[config.mk]
export PLATFORM = sky130hd
export DESIGN_NAME = i2c_transfer_command_queue
export DESIGN_NICKNAME = d
export VERILOG_FILES = /design/src/hdl/i2cq_pkg.sv /design/src/hdl/i2cq_controller.sv /design/src/hdl/i2cq_datapath.sv /design/src/hdl/i2c_transfer_command_queue.sv
export SDC_FILE = /design/constraint.sdc
export NUM_CORES = 1
export LEC_CHECK = 0
export ABC_AREA = 1
export BUFFER_PORTS_ARGS = -buffer_cell sky130_fd_sc_hd__buf_2
export CAP_MARGIN = 10
export CORE_MARGIN = 2
export CORE_UTILIZATION = 55
export CTS_CLUSTER_DIAMETER = 120
export DETAILED_ROUTE_END_ITERATION = 10
export PLACE_DENSITY = 0.74
export SLEW_MARGIN = 0
export SYNTH_ARGS = -nofsm -noshare
export SYNTH_HDL_FRONTEND = slang
export SYNTH_SLANG_ARGS = --single-unit
[constraint.sdc]
create_clock -name clock -period 7.5 [get_ports clock]
set_clock_uncertainty 0.2 [all_clocks]
set_input_delay 1.5 -clock clock [delete_from_list [all_inputs] [get_ports clock]]
set_output_delay 1.5 -clock clock [all_outputs]
set_load 0.01 [all_outputs]
[src/hdl/i2cq_pkg.sv]
// ----------------------------------------------------------------------------
// i2cq_pkg
// Shared command and status codes, controller states and the control and
// status bundles between the queue controller and its datapath.
// ----------------------------------------------------------------------------
package i2cq_pkg;

   typedef enum logic [2:0] {
      CMD_LOAD_BYTE = 3'd0,
      CMD_ADD       = 3'd1,
      CMD_POP       = 3'd2,
      CMD_CONTAINS  = 3'd3,
      CMD_GET_DATA  = 3'd4,
      CMD_SET_DATA  = 3'd5
   } cmd_type;

   typedef enum logic [1:0] {
      STAT_OK    = 2'd0,
      STAT_FULL  = 2'd1,
      STAT_EMPTY = 2'd2,
      STAT_RANGE = 2'd3
   } status_type;

   typedef enum logic [5:0] {
      ST_IDLE   = 6'b000001,
      ST_FETCH  = 6'b000010,
      ST_EXEC   = 6'b000100,
      ST_SCAN   = 6'b001000,
      ST_HEADRD = 6'b010000,
      ST_DONE   = 6'b100000
   } state_type;

   typedef struct packed {
      logic capture;
      logic exec;
      logic scan;
      logic emit;
   } ctrl_type;

   typedef struct packed {
      logic go_scan;
      logic scan_done;
      logic out_free;
   } stat_type;

endpackage

[src/hdl/i2cq_controller.sv]
// ----------------------------------------------------------------------------
// i2cq_controller
// Command sequencer: fetch head entry, execute, optional ID scan, head
// readback and result hand-off.
// ----------------------------------------------------------------------------
module i2cq_controller import i2cq_pkg::*; (
   input  logic     clock,
   input  logic     reset,
   input  logic     req_tvalid,
   output logic     req_tready,
   input  stat_type stat,
   output ctrl_type ctrl
);

   state_type state_ff, state_in;

   always_ff @(posedge clock) begin
      if (reset) begin
         state_ff <= ST_IDLE;
      end else begin
         state_ff <= state_in;
      end
   end

   always_comb begin
      state_in = state_ff;
      unique case (state_ff)
         ST_IDLE: begin
            if (req_tvalid) state_in = ST_FETCH;
         end
         ST_FETCH: state_in = ST_EXEC;
         ST_EXEC: begin
            state_in = stat.go_scan ? ST_SCAN : ST_HEADRD;
         end
         ST_SCAN: begin
            if (stat.scan_done) state_in = ST_HEADRD;
         end
         ST_HEADRD: state_in = ST_DONE;
         ST_DONE: begin
            if (stat.out_free) state_in = ST_IDLE;
         end
         default: state_in = ST_IDLE;
      endcase
   end

   assign req_tready   = (state_ff == ST_IDLE);
   assign ctrl.capture = (state_ff == ST_IDLE) && req_tvalid;
   assign ctrl.exec    = (state_ff == ST_EXEC);
   assign ctrl.scan    = (state_ff == ST_SCAN);
   assign ctrl.emit    = (state_ff == ST_DONE) && stat.out_free;

endmodule

[src/hdl/i2cq_datapath.sv]
// ----------------------------------------------------------------------------
// i2cq_datapath
// Descriptor and payload memories, ring pointers, ID counter, command
// execution, ID scan and the result register.
// ----------------------------------------------------------------------------
module i2cq_datapath import i2cq_pkg::*; #(
   parameter int QUEUE_DEPTH = 8,
   parameter int MAX_BYTES   = 16,
   parameter int ID_BITS     = 16
) (
   input  logic        clock,
   input  logic        reset,
   input  ctrl_type    ctrl,
   output stat_type    stat,
   input  logic [2:0]  req_tuser,
   input  logic [47:0] req_tdata,
   input  logic        rsp_tready,
   output logic        rsp_tvalid,
   output logic [1:0]  rsp_tuser,
   output logic [63:0] rsp_tdata
);

   localparam int PW        = $clog2(QUEUE_DEPTH);
   localparam int CW        = $clog2(QUEUE_DEPTH + 1);
   localparam int PAY_DEPTH = QUEUE_DEPTH * MAX_BYTES;
   localparam int PAW       = (PAY_DEPTH > 1) ? $clog2(PAY_DEPTH) : 1;

   function automatic logic [PW-1:0] ring_next(input logic [PW-1:0] p);
      return (p == PW'(QUEUE_DEPTH - 1)) ? '0 : p + 1'b1;
   endfunction

   // request capture
   cmd_type     cmd_ff;
   logic [6:0]  dev_ff;
   logic        rnw_ff;
   logic [4:0]  len_ff;
   logic [3:0]  off_ff;
   logic [7:0]  dat_ff;
   logic [15:0] qid_ff;

   // queue state
   logic [PW-1:0]      head_ff, head_in, tail_ff, tail_in;
   logic [CW-1:0]      count_ff, count_in;
   logic [ID_BITS-1:0] next_id_ff, next_id_in, nid_inc;

   // scan
   logic [PW-1:0] scan_ptr_ff, scan_ptr_in;
   logic [CW-1:0] scan_cnt_ff, scan_cnt_in;
   logic          scan_pend_ff, scan_pend_in, scan_issue;

   // result
   status_type         status_ff, status_in;
   logic [ID_BITS-1:0] rid_ff, rid_in;
   logic               rid_head_ff, rid_head_in;
   logic               found_ff, found_in;
   logic [7:0]         dout_ff, dout_in;
   logic               rsp_tvalid_ff;
   logic [1:0]         rsp_tuser_ff;
   logic [63:0]        rsp_tdata_ff;

   // descriptor memory
   logic [6:0]         slot_addr_mem [QUEUE_DEPTH];
   logic               slot_read_mem [QUEUE_DEPTH];
   logic [4:0]         slot_len_mem  [QUEUE_DEPTH];
   logic [ID_BITS-1:0] slot_id_mem   [QUEUE_DEPTH];
   logic [6:0]         addr_rd_ff;
   logic               read_rd_ff;
   logic [4:0]         len_rd_ff;
   logic [ID_BITS-1:0] id_rd_ff;
   logic [PW-1:0]      slot_raddr;
   logic               slot_we;

   // payload memory
   logic [7:0]     pay_mem [PAY_DEPTH];
   logic [7:0]     pay_rd_ff;
   logic [PAW-1:0] pay_raddr, pay_waddr, tail_base;
   logic           pay_we;

   logic                full, empty, off_ok, off_in_len, id_hit;
   logic [ID_BITS+15:0] hid_ext, rid_ext;
   logic [CW+3:0]       cnt_ext;
   logic [15:0]         head_id16, rid16;
   logic [6:0]          head_addr;
   logic                head_read;
   logic [4:0]          head_len;

   always_ff @(posedge clock) begin
      if (ctrl.capture) begin
         cmd_ff <= cmd_type'(req_tuser);
         dev_ff <= req_tdata[6:0];
         rnw_ff <= req_tdata[7];
         len_ff <= req_tdata[12:8];
         off_ff <= req_tdata[16:13];
         dat_ff <= req_tdata[24:17];
         qid_ff <= req_tdata[40:25];
      end
   end

   assign slot_raddr = ctrl.scan ? scan_ptr_ff : head_ff;

   always_ff @(posedge clock) begin
      if (slot_we) begin
         slot_addr_mem[tail_ff] <= dev_ff;
         slot_read_mem[tail_ff] <= rnw_ff;
         slot_len_mem[tail_ff]  <= len_ff;
         slot_id_mem[tail_ff]   <= next_id_ff;
      end
      addr_rd_ff <= slot_addr_mem[slot_raddr];
      read_rd_ff <= slot_read_mem[slot_raddr];
      len_rd_ff  <= slot_len_mem[slot_raddr];
      id_rd_ff   <= slot_id_mem[slot_raddr];
   end

   assign pay_raddr = PAW'(32'(head_ff) * MAX_BYTES + 32'(off_ff));
   assign tail_base = PAW'(32'(tail_ff) * MAX_BYTES + 32'(off_ff));

   always_ff @(posedge clock) begin
      if (pay_we) pay_mem[pay_waddr] <= dat_ff;
      pay_rd_ff <= pay_mem[pay_raddr];
   end

   assign full       = (count_ff == CW'(QUEUE_DEPTH));
   assign empty      = (count_ff == '0);
   assign off_ok     = 32'(off_ff) < MAX_BYTES;
   assign off_in_len = {1'b0, off_ff} < len_rd_ff;
   assign id_hit     = ({16'b0, id_rd_ff} == {{ID_BITS{1'b0}}, qid_ff});
   assign scan_issue = (scan_cnt_ff != count_ff);
   assign nid_inc    = next_id_ff + 1'b1;

   always_comb begin
      head_in      = head_ff;
      tail_in      = tail_ff;
      count_in     = count_ff;
      next_id_in   = next_id_ff;
      scan_ptr_in  = scan_ptr_ff;
      scan_cnt_in  = scan_cnt_ff;
      scan_pend_in = scan_pend_ff;
      status_in    = status_ff;
      rid_in       = rid_ff;
      rid_head_in  = rid_head_ff;
      found_in     = found_ff;
      dout_in      = dout_ff;
      slot_we      = 1'b0;
      pay_we       = 1'b0;
      pay_waddr    = tail_base;
      if (ctrl.exec) begin
         status_in    = STAT_OK;
         rid_in       = '0;
         rid_head_in  = 1'b0;
         found_in     = 1'b0;
         dout_in      = '0;
         scan_ptr_in  = head_ff;
         scan_cnt_in  = '0;
         scan_pend_in = 1'b0;
         unique case (cmd_ff)
            CMD_LOAD_BYTE: begin
               if (full) status_in = STAT_FULL;
               else if (!off_ok) status_in = STAT_RANGE;
               else pay_we = 1'b1;
            end
            CMD_ADD: begin
               if (full) begin
                  status_in = STAT_FULL;
               end else if (32'(len_ff) > MAX_BYTES) begin
                  status_in = STAT_RANGE;
               end else begin
                  slot_we    = 1'b1;
                  rid_in     = next_id_ff;
                  next_id_in = (nid_inc == '0) ? ID_BITS'(1) : nid_inc;
                  tail_in    = ring_next(tail_ff);
                  count_in   = count_ff + 1'b1;
               end
            end
            CMD_POP: begin
               if (empty) begin
                  status_in = STAT_EMPTY;
               end else begin
                  head_in     = ring_next(head_ff);
                  count_in    = count_ff - 1'b1;
                  rid_head_in = 1'b1;
               end
            end
            CMD_CONTAINS: begin
            end
            CMD_GET_DATA: begin
               if (empty) status_in = STAT_EMPTY;
               else if (off_in_len && off_ok) dout_in = pay_rd_ff;
            end
            CMD_SET_DATA: begin
               pay_waddr = pay_raddr;
               if (empty) status_in = STAT_EMPTY;
               else if (off_in_len && off_ok) pay_we = 1'b1;
               else status_in = STAT_RANGE;
            end
            default: begin
            end
         endcase
      end
      if (ctrl.scan) begin
         scan_pend_in = scan_issue;
         if (scan_issue) begin
            scan_ptr_in = ring_next(scan_ptr_ff);
            scan_cnt_in = scan_cnt_ff + 1'b1;
         end
         if (scan_pend_ff && id_hit) found_in = 1'b1;
      end
   end

   always_ff @(posedge clock) begin
      if (reset) begin
         head_ff       <= '0;
         tail_ff       <= '0;
         count_ff      <= '0;
         next_id_ff    <= ID_BITS'(1);
         scan_ptr_ff   <= '0;
         scan_cnt_ff   <= '0;
         scan_pend_ff  <= 1'b0;
         rsp_tvalid_ff <= 1'b0;
      end else begin
         head_ff      <= head_in;
         tail_ff      <= tail_in;
         count_ff     <= count_in;
         next_id_ff   <= next_id_in;
         scan_ptr_ff  <= scan_ptr_in;
         scan_cnt_ff  <= scan_cnt_in;
         scan_pend_ff <= scan_pend_in;
         if (ctrl.emit) rsp_tvalid_ff <= 1'b1;
         else if (rsp_tready) rsp_tvalid_ff <= 1'b0;
      end
   end

   always_ff @(posedge clock) begin
      status_ff   <= status_in;
      rid_ff      <= rid_in;
      rid_head_ff <= rid_head_in;
      found_ff    <= found_in;
      dout_ff     <= dout_in;
   end

   assign hid_ext   = {16'b0, id_rd_ff};
   assign rid_ext   = {16'b0, rid_ff};
   assign cnt_ext   = {4'b0, count_ff};
   assign head_id16 = empty ? 16'b0 : hid_ext[15:0];
   assign head_addr = empty ? 7'b0 : addr_rd_ff;
   assign head_read = empty ? 1'b0 : read_rd_ff;
   assign head_len  = empty ? 5'b0 : len_rd_ff;
   assign rid16     = rid_head_ff ? head_id16 : rid_ext[15:0];

   always_ff @(posedge clock) begin
      if (ctrl.emit) begin
         rsp_tuser_ff <= status_ff;
         rsp_tdata_ff <= {5'b0, empty, cnt_ext[3:0], head_id16, head_len, head_read,
                          head_addr, dout_ff, found_ff, rid16};
      end
   end

   assign stat.go_scan   = (cmd_ff == CMD_CONTAINS) && !empty && (qid_ff != 16'b0);
   assign stat.scan_done = !scan_issue && !scan_pend_ff;
   assign stat.out_free  = !rsp_tvalid_ff || rsp_tready;

   assign rsp_tvalid = rsp_tvalid_ff;
   assign rsp_tuser  = rsp_tuser_ff;
   assign rsp_tdata  = rsp_tdata_ff;

endmodule

[src/hdl/i2c_transfer_command_queue.sv]
// ----------------------------------------------------------------------------
// i2c_transfer_command_queue
// Ring queue of I2C transfer descriptors with payload bytes and wrapping IDs.
//
//   channel  direction  contents
//   req_*    in         one queue command and its operands
//   rsp_*    out        command status, results, head descriptor and count
//
// One command at a time: a command is captured, fetched, executed and its head
// entry read back before the result is registered at hand-off; the next command
// is taken the cycle after hand-off. Contains with a nonzero ID on a non-empty
// queue adds an ID scan through the single descriptor memory read port, one entry a cycle.
// Reset clears pointers and count and sets the ID counter to 1; memories are not cleared.
// A result held by rsp_tready low blocks the next command only at hand-off.
// ----------------------------------------------------------------------------
module i2c_transfer_command_queue import i2cq_pkg::*; #(
   parameter int QUEUE_DEPTH = 8,
   parameter int MAX_BYTES   = 16,
   parameter int ID_BITS     = 16
) (
   input  logic        clock,
   input  logic        reset,
   input  logic        req_tvalid,
   output logic        req_tready,
   // cmd
   input  logic [2:0]  req_tuser,
   // target_addr, read_not_write, length, offset, data_byte, query_id, zero pad
   input  logic [47:0] req_tdata,
   output logic        rsp_tvalid,
   input  logic        rsp_tready,
   // status
   output logic [1:0]  rsp_tuser,
   // result_id, found, data_out, head_addr, head_read, head_length, head_id,
   // entry_count, is_empty, zero pad
   output logic [63:0] rsp_tdata
);

   ctrl_type ctrl;
   stat_type stat;

   i2cq_controller u_controller (
      .clock      (clock),
      .reset      (reset),
      .req_tvalid (req_tvalid),
      .req_tready (req_tready),
      .stat       (stat),
      .ctrl       (ctrl)
   );

   i2cq_datapath #(
      .QUEUE_DEPTH (QUEUE_DEPTH),
      .MAX_BYTES   (MAX_BYTES),
      .ID_BITS     (ID_BITS)
   ) u_datapath (
      .clock      (clock),
      .reset      (reset),
      .ctrl       (ctrl),
      .stat       (stat),
      .req_tuser  (req_tuser),
      .req_tdata  (req_tdata),
      .rsp_tready (rsp_tready),
      .rsp_tvalid (rsp_tvalid),
      .rsp_tuser  (rsp_tuser),
      .rsp_tdata  (rsp_tdata)
   );

endmodule

-- Word level (Yosys, flattened, before mapping)
Memories as Yosys holds them, arrays and structs flattened. A register that Yosys moved wholly into a read port is not among the register bits.
Cells that the tools add are included.
- flip-flop bits (word level): 174
- bits in writable memories: 1256
- output and inout bits: 68
- logic and storage cells: 146
- memories kept: 5
- reductions and logical operators: 25
- bitwise gates (word level): 6
- equality and inequality tests: 23
- $add $sub $neg: 9
- mux-type cells: 52
- $lt $le $gt $ge: 2
- memories (memory ; words ; width ; read ports ; clocked after Yosys merged registers in ; write ports ; line ; text):
    u_datapath.pay_mem ; 128 ; 8 ; 1 ; 1 ; 1 ; i2cq_datapath.sv:74 ; logic [7:0] pay_mem [PAY_DEPTH];
    u_datapath.slot_id_mem ; 8 ; 16 ; 1 ; 1 ; 1 ; i2cq_datapath.sv:65 ; logic [ID_BITS-1:0] slot_id_mem [QUEUE_DEPTH];
    u_datapath.slot_addr_mem ; 8 ; 7 ; 1 ; 1 ; 1 ; i2cq_datapath.sv:62 ; logic [6:0] slot_addr_mem [QUEUE_DEPTH];
    u_datapath.slot_len_mem ; 8 ; 5 ; 1 ; 1 ; 1 ; i2cq_datapath.sv:64 ; logic [4:0] slot_len_mem [QUEUE_DEPTH];
    u_datapath.slot_read_mem ; 8 ; 1 ; 1 ; 1 ; 1 ; i2cq_datapath.sv:63 ; logic slot_read_mem [QUEUE_DEPTH];
- operators with widths (kind ; count):
    $mux W16 ; 3
    $pmux W6 S6 ; 1
    $mux W4 ; 6
    $mux W1 ; 21
    $mux W3 ; 7
    $mux W6 ; 3
    $add A16 B1 Y16 const B ; 1
    $eq A16 B16 Y1 ; 1
    $logic_not A16 Y1 ; 1
    $reduce_bool A16 Y1 ; 1
    $eq A3 B3 Y1 const B ; 5
    $add A7 B4 Y7 ; 2
    $mux W7 ; 2
    $mux W2 ; 5
    $ne A2 B2 Y1 const B ; 5
    $add A3 B1 Y3 const B ; 3
    $add A4 B1 Y4 const B ; 2
    $pmux W2 S4 ; 1
    $pmux W4 S2 ; 1
    $eq A3 B2 Y1 const B ; 2
    $eq A6 B1 Y1 const B ; 1
    $eq A6 B2 Y1 const B ; 1
    $eq A6 B3 Y1 const B ; 1
    $eq A6 B4 Y1 const B ; 1
    23 further kinds ; 40

-- Longest topological paths before layout
- depth after elaboration: 7
- gate-level depth with buffers: 13

-- By module
From an unflattened synthesis, not the netlist that was laid out.
- cells, all modules: 5609
- area total of the unflattened synthesis: 61665.4 um2
- modules (own cells, without submodules) (module ; instances ; seq. area each (um2) ; cells each ; area an instance (um2)):
    i2cq_datapath ; 1 ; 43141.4 ; 5554 ; 61275.0
    i2cq_controller ; 1 ; 120.1 ; 55 ; 390.4

-- Worst setup path after synthesis
No wires, ideal clock.
- kind: input to register
- start: input rsp_tready
- end: register u_datapath.rsp_tdata_ff[0] (netlist: u_datapath.rsp_tdata[0]), enable pin
- stages on the path: 2
- setup slack: -661 ps
- data arrival time: 7330 ps
- required time: 6669 ps
- path through: nor2_1 > nor4_1
- RTL lines (element ; line ; text):
    from (decl) ; i2c_transfer_command_queue.sv:30 ; input logic rsp_tready,
    to (signal assigned) ; i2cq_datapath.sv:252 ; rsp_tdata_ff <= {5'b0, empty, cnt_ext[3:0], head_id16, head_len, head_read,
    to (decl) ; i2cq_datapath.sv:59 ; logic [63:0] rsp_tdata_ff;

-- Final worst setup path
- start: register u_datapath.off_ff[2]
- end: memory u_datapath.pay_mem[17][3], enable pin
- cells in the longest elaborated chain, start to end: 7
- ends and longest elaborated chain (element ; line ; text):
    from (decl) ; i2cq_datapath.sv:37 ; logic [3:0] off_ff;
    from (signal assigned) ; i2cq_datapath.sv:93 ; off_ff <= req_tdata[16:13];
    $lt A4 B5 Y1 ; i2cq_datapath.sv:125 ; assign off_in_len = {1'b0, off_ff} < len_rd_ff;
    $mux W1 ; i2cq_datapath.sv:192 ; else if (off_in_len && off_ok) pay_we = 1'b1;
    $mux W1 ; i2cq_datapath.sv:191 ; if (empty) status_in = STAT_EMPTY;
    $pmux W1 S2 ; i2cq_datapath.sv:155 ; unique case (cmd_ff)
    $mux W1 ; i2cq_datapath.sv:146 ; if (ctrl.exec) begin
    $mux W1 ; i2cq_datapath.sv:118 ; if (pay_we) pay_mem[pay_waddr] <= dat_ff;
    $mux W1 (implied by the code) ; i2cq_datapath.sv:118 ;
    to (decl) ; i2cq_datapath.sv:74 ;
Parallel ways exist; a longest one is shown, timed or not.

==> results.py <==
metrics = {
    "synth": {
        "synth_async_sr_flop_share": 0,
        "yosys.area.top_type_share": 0.676,
        "syn_area_sq_um": 61700,
        "ys_top_cells_by_area": "edfxtp_1 (68%), nand2_1 (9.6%), inv_1 (4.5%)",
        "seq_area_frac_synth": 0.702,
        "ys_seq_elements": 1467,
        "synth_edf_count": 1388,
        "synth_top_cell_by_area": "edfxtp_1",
        "synthFlopType": "edfxtp_1",
        "ys_warn_count": 0,
        "syn_inst": 5756,
        "synth.distinct_cells": 48,
        "avgSynthCellArea_sq_um": 10.7,
    },
    "cells_and_area": {
        "nets": 5887,
        "area_growth_pct": 10.5,
        "fin_util": 0.614,
        "final_cell_mix": "nand2_1 (1572), edfxtp_1 (1388), inv_1 (734), nor2_1 (640), nand3_1 (550)",
        "final_common_cell": "nand2_1",
        "diodes": 0,
        "drive_gt1_frac": 0.102,
    },
    "global_route": {
        "grt_start_max_net_pins": 204,
        "antenna_found_initial": 0,
        "grt_pass1_wl_microns": 218000,
        "globalRouteOverflowTotal": 0,
        "grt_pass1_vias": 38439,
        "grt_usage": 0.248,
    },
    "clock_tree": {
        "cts_resized": 0,
        "clkSinkCount": 1467,
        "insertion_delay_ns": 0.75,
        "numCtsBuffers": 146,
        "cts_tree": "done",
        "post_cts_buffers": 0,
        "clk_path_buf_depth": 3,
        "clk_pin_slew_ns": 0.06,
        "root_buffer": "clkbuf_16",
        "htreeDepth": 4,
        "cts_hold_buf": 0,
    },
    "sta": {
        "fin_worst_hold_slack_ns": 0.221,
        "drv_slew": 0,
        "worst_slew_pin_slew_ns": 1.14,
        "rsz0062_at_grt": "false",
        "relSlewSlack": 0.234,
        "post-route-period-util": 0.629,
        "layout_min_cycle_time_ns": 4.72,
        "fmax_mhz": 212,
        "finalSetupTns_ns": 0,
        "setup_viol": 0,
        "finalHoldViolCount": 0,
        "timing.final.ws_setup_ns": 2.78,
    },
    "hold_path": {
        "hold_path_class": "flip-flop to flip-flop",
        "hp-start": "u_datapath.status_ff[1]",
    },
    "power": {
        "vdd_ir_drop_max_mv": 0.191,
        "p_leak_nw": 27.5,
        "p_per_area_nw_per_um2": 249,
    },
    "floorplanning": {
        "fp.coreArea_sq_um": 111000,
        "ios": 123,
        "start_util": 0.556,
        "rows": 122,
        "die_h_microns": 339,
        "dieArea_sq_um": 115000,
        "die_x_microns": 339,
    },
    "route": {
        "drtAntennaViolNets": 0,
        "drc": 0,
        "viasPerCell": 5.39,
        "drtIter0Drc": 4401,
        "postRouteWirelength_microns": 143000,
        "wl_per_cell_microns": 19.3,
        "num_vias": 39988,
        "dr.pass1.iters": 6,
    },
    "place": {
        "port_buffers": 110,
        "gp_congestion": 0.876,
        "dpl_worst_slack_ns": 2.85,
        "hpwl_microns": 83700,
    },
    "setup_path": {
        "critPathLaunch": "u_datapath.off_ff[2]",
        "required_ns": 7.64,
        "crit_fanout": 9,
        "critPathKind": "flip-flop to flip-flop",
        "cp-end-kind": "flip-flop",
        "start_kind": "flip-flop",
        "reg2reg_from": "u_datapath.off_ff[2]",
        "worstPathArrival_ns": 4.86,
    },
    "status": {
        "status": "complete, no violations",
    },
    "run": {
        "drv_cap": 0,
    },
}
==> state kept, by name, summed over array words and instances, names as in the netlist, 4 cells and up <==
signal                    flops
u_datapath.rid_ff            16
u_datapath.id_rd_ff          16
u_datapath.len_rd_ff          5
u_datapath.dev_ff             7
u_datapath.slot_len_mem      40
u_datapath.pay_mem         1024
u_datapath.slot_id_mem      128
u_controller.state_ff         6
u_datapath.dat_ff             8
u_datapath.off_ff             4
u_datapath.slot_addr_mem     56
u_datapath.len_ff             5
u_datapath.next_id_ff        16
u_datapath.count_ff           4
u_datapath.scan_cnt_ff        4
u_datapath.qid_ff            16
u_datapath.addr_rd_ff         7
u_datapath.slot_read_mem      8
u_datapath.dout_ff            8
u_datapath.rsp_tdata         59
u_datapath.pay_rd_ff          8
==> routing by layer <==
layer,part of all wire,vias to the layer above,GRT usage,routed length [microns]
met5,0,-,0,0
li1,-,18957,-,-
met4,0.044,0,0.112,6270
met1,0.38,18906,0.315,54800
met3,0.083,369,0.0421,11900
met2,0.49,1756,0.418,70500
==> cells by family (layout without fill, tap and decap cells) <==
family	count (synthesis)	in the layout	synth area share
AND/OR/NAND/NOR	2998	2998	0.204
buffers and inverters	1011	1186	0.0644
flip-flops	1467	1467	0.702
XOR/XNOR	12	12	0.00170
multiplexers	16	16	0.00292
AO/OA/AOI/OAI	237	237	0.0227
adder cells (fa/ha/maj)	14	14	0.00296
other	1	5	0.0000608
==> layout make-up <==
type | count | area, sq um
clock buffer | 195 | 4030
clock inverter | 70 | 522
fill | 8424 | 42800
inverter | 745 | 2800
multi-input combinational | 3282 | 14500
sequential | 1467 | 43300
tap | 1488 | 1860
timing repair buffer | 176 | 1100
==> path summary, 6_finish.rpt <==
kind                          endpoint  slack, ns  cells after the start
max reg2reg  u_datapath.pay_mem[17][3]       2.78                     10
max          u_datapath.pay_mem[17][3]       2.78                     10
min reg2reg    u_datapath.rsp_tuser[1]       0.22                      0
min            u_datapath.rsp_tuser[1]       0.22                      0
==> through the flow <==
stage	std cells	power [mW]	area, sq um
floorplan	5760	9.81	61700
global placement	7158	10.1	63600
detailed placement	7158	10.1	63600
CTS	7423	17.0	68100
global route	7423	17.4	68100
finish	7423	17.0	68100
==> critical path: stages, from the launching register on <==
cell	delay, ns
edfxtp_1	0.55
ha_1	0.37
a21o_1	0.16
a22oi_1	0.13
nand2_1	0.22
nor2_1	0.22
nand2_1	0.07
nand2_1	0.32
nand3_1	0.86
buf_4	0.54
nor2_1	0.64
==> power by group <==
group	total (mW)	switching (mW)	internal [mW]
logic	0.946	0.719	0.227
registers	9.04	0.0277	9.02
clock network	6.97	3.04	3.93
==> synthesized netlist by cell type (2+ instances only) <==
master,instances
o21ai_0,99
ha_1,13
mux2_2,16
xnor2_1,3
buf_4,11
buf_1,18
nand3_1,550
clkbuf_1,130
nand2_1,1573
o21ai_1,13
or2_2,163
nor3_1,15
o211a_1,2
o211ai_1,57
a211oi_1,2
and2b_1,2
nor2_4,3
a211oi_2,2
buf_2,107
clkinv_1,2
nand4_1,27
xor2_1,9
inv_1,737
nor2_1,643
and3_1,2
edfxtp_1,1388
nor4_1,3
nand2_2,11
nor2_2,2
inv_2,6
a21oi_1,50
a21oi_2,2
a31oi_1,2
dfxtp_1,79
Note: power is estimated with default switching activity, not from simulation.
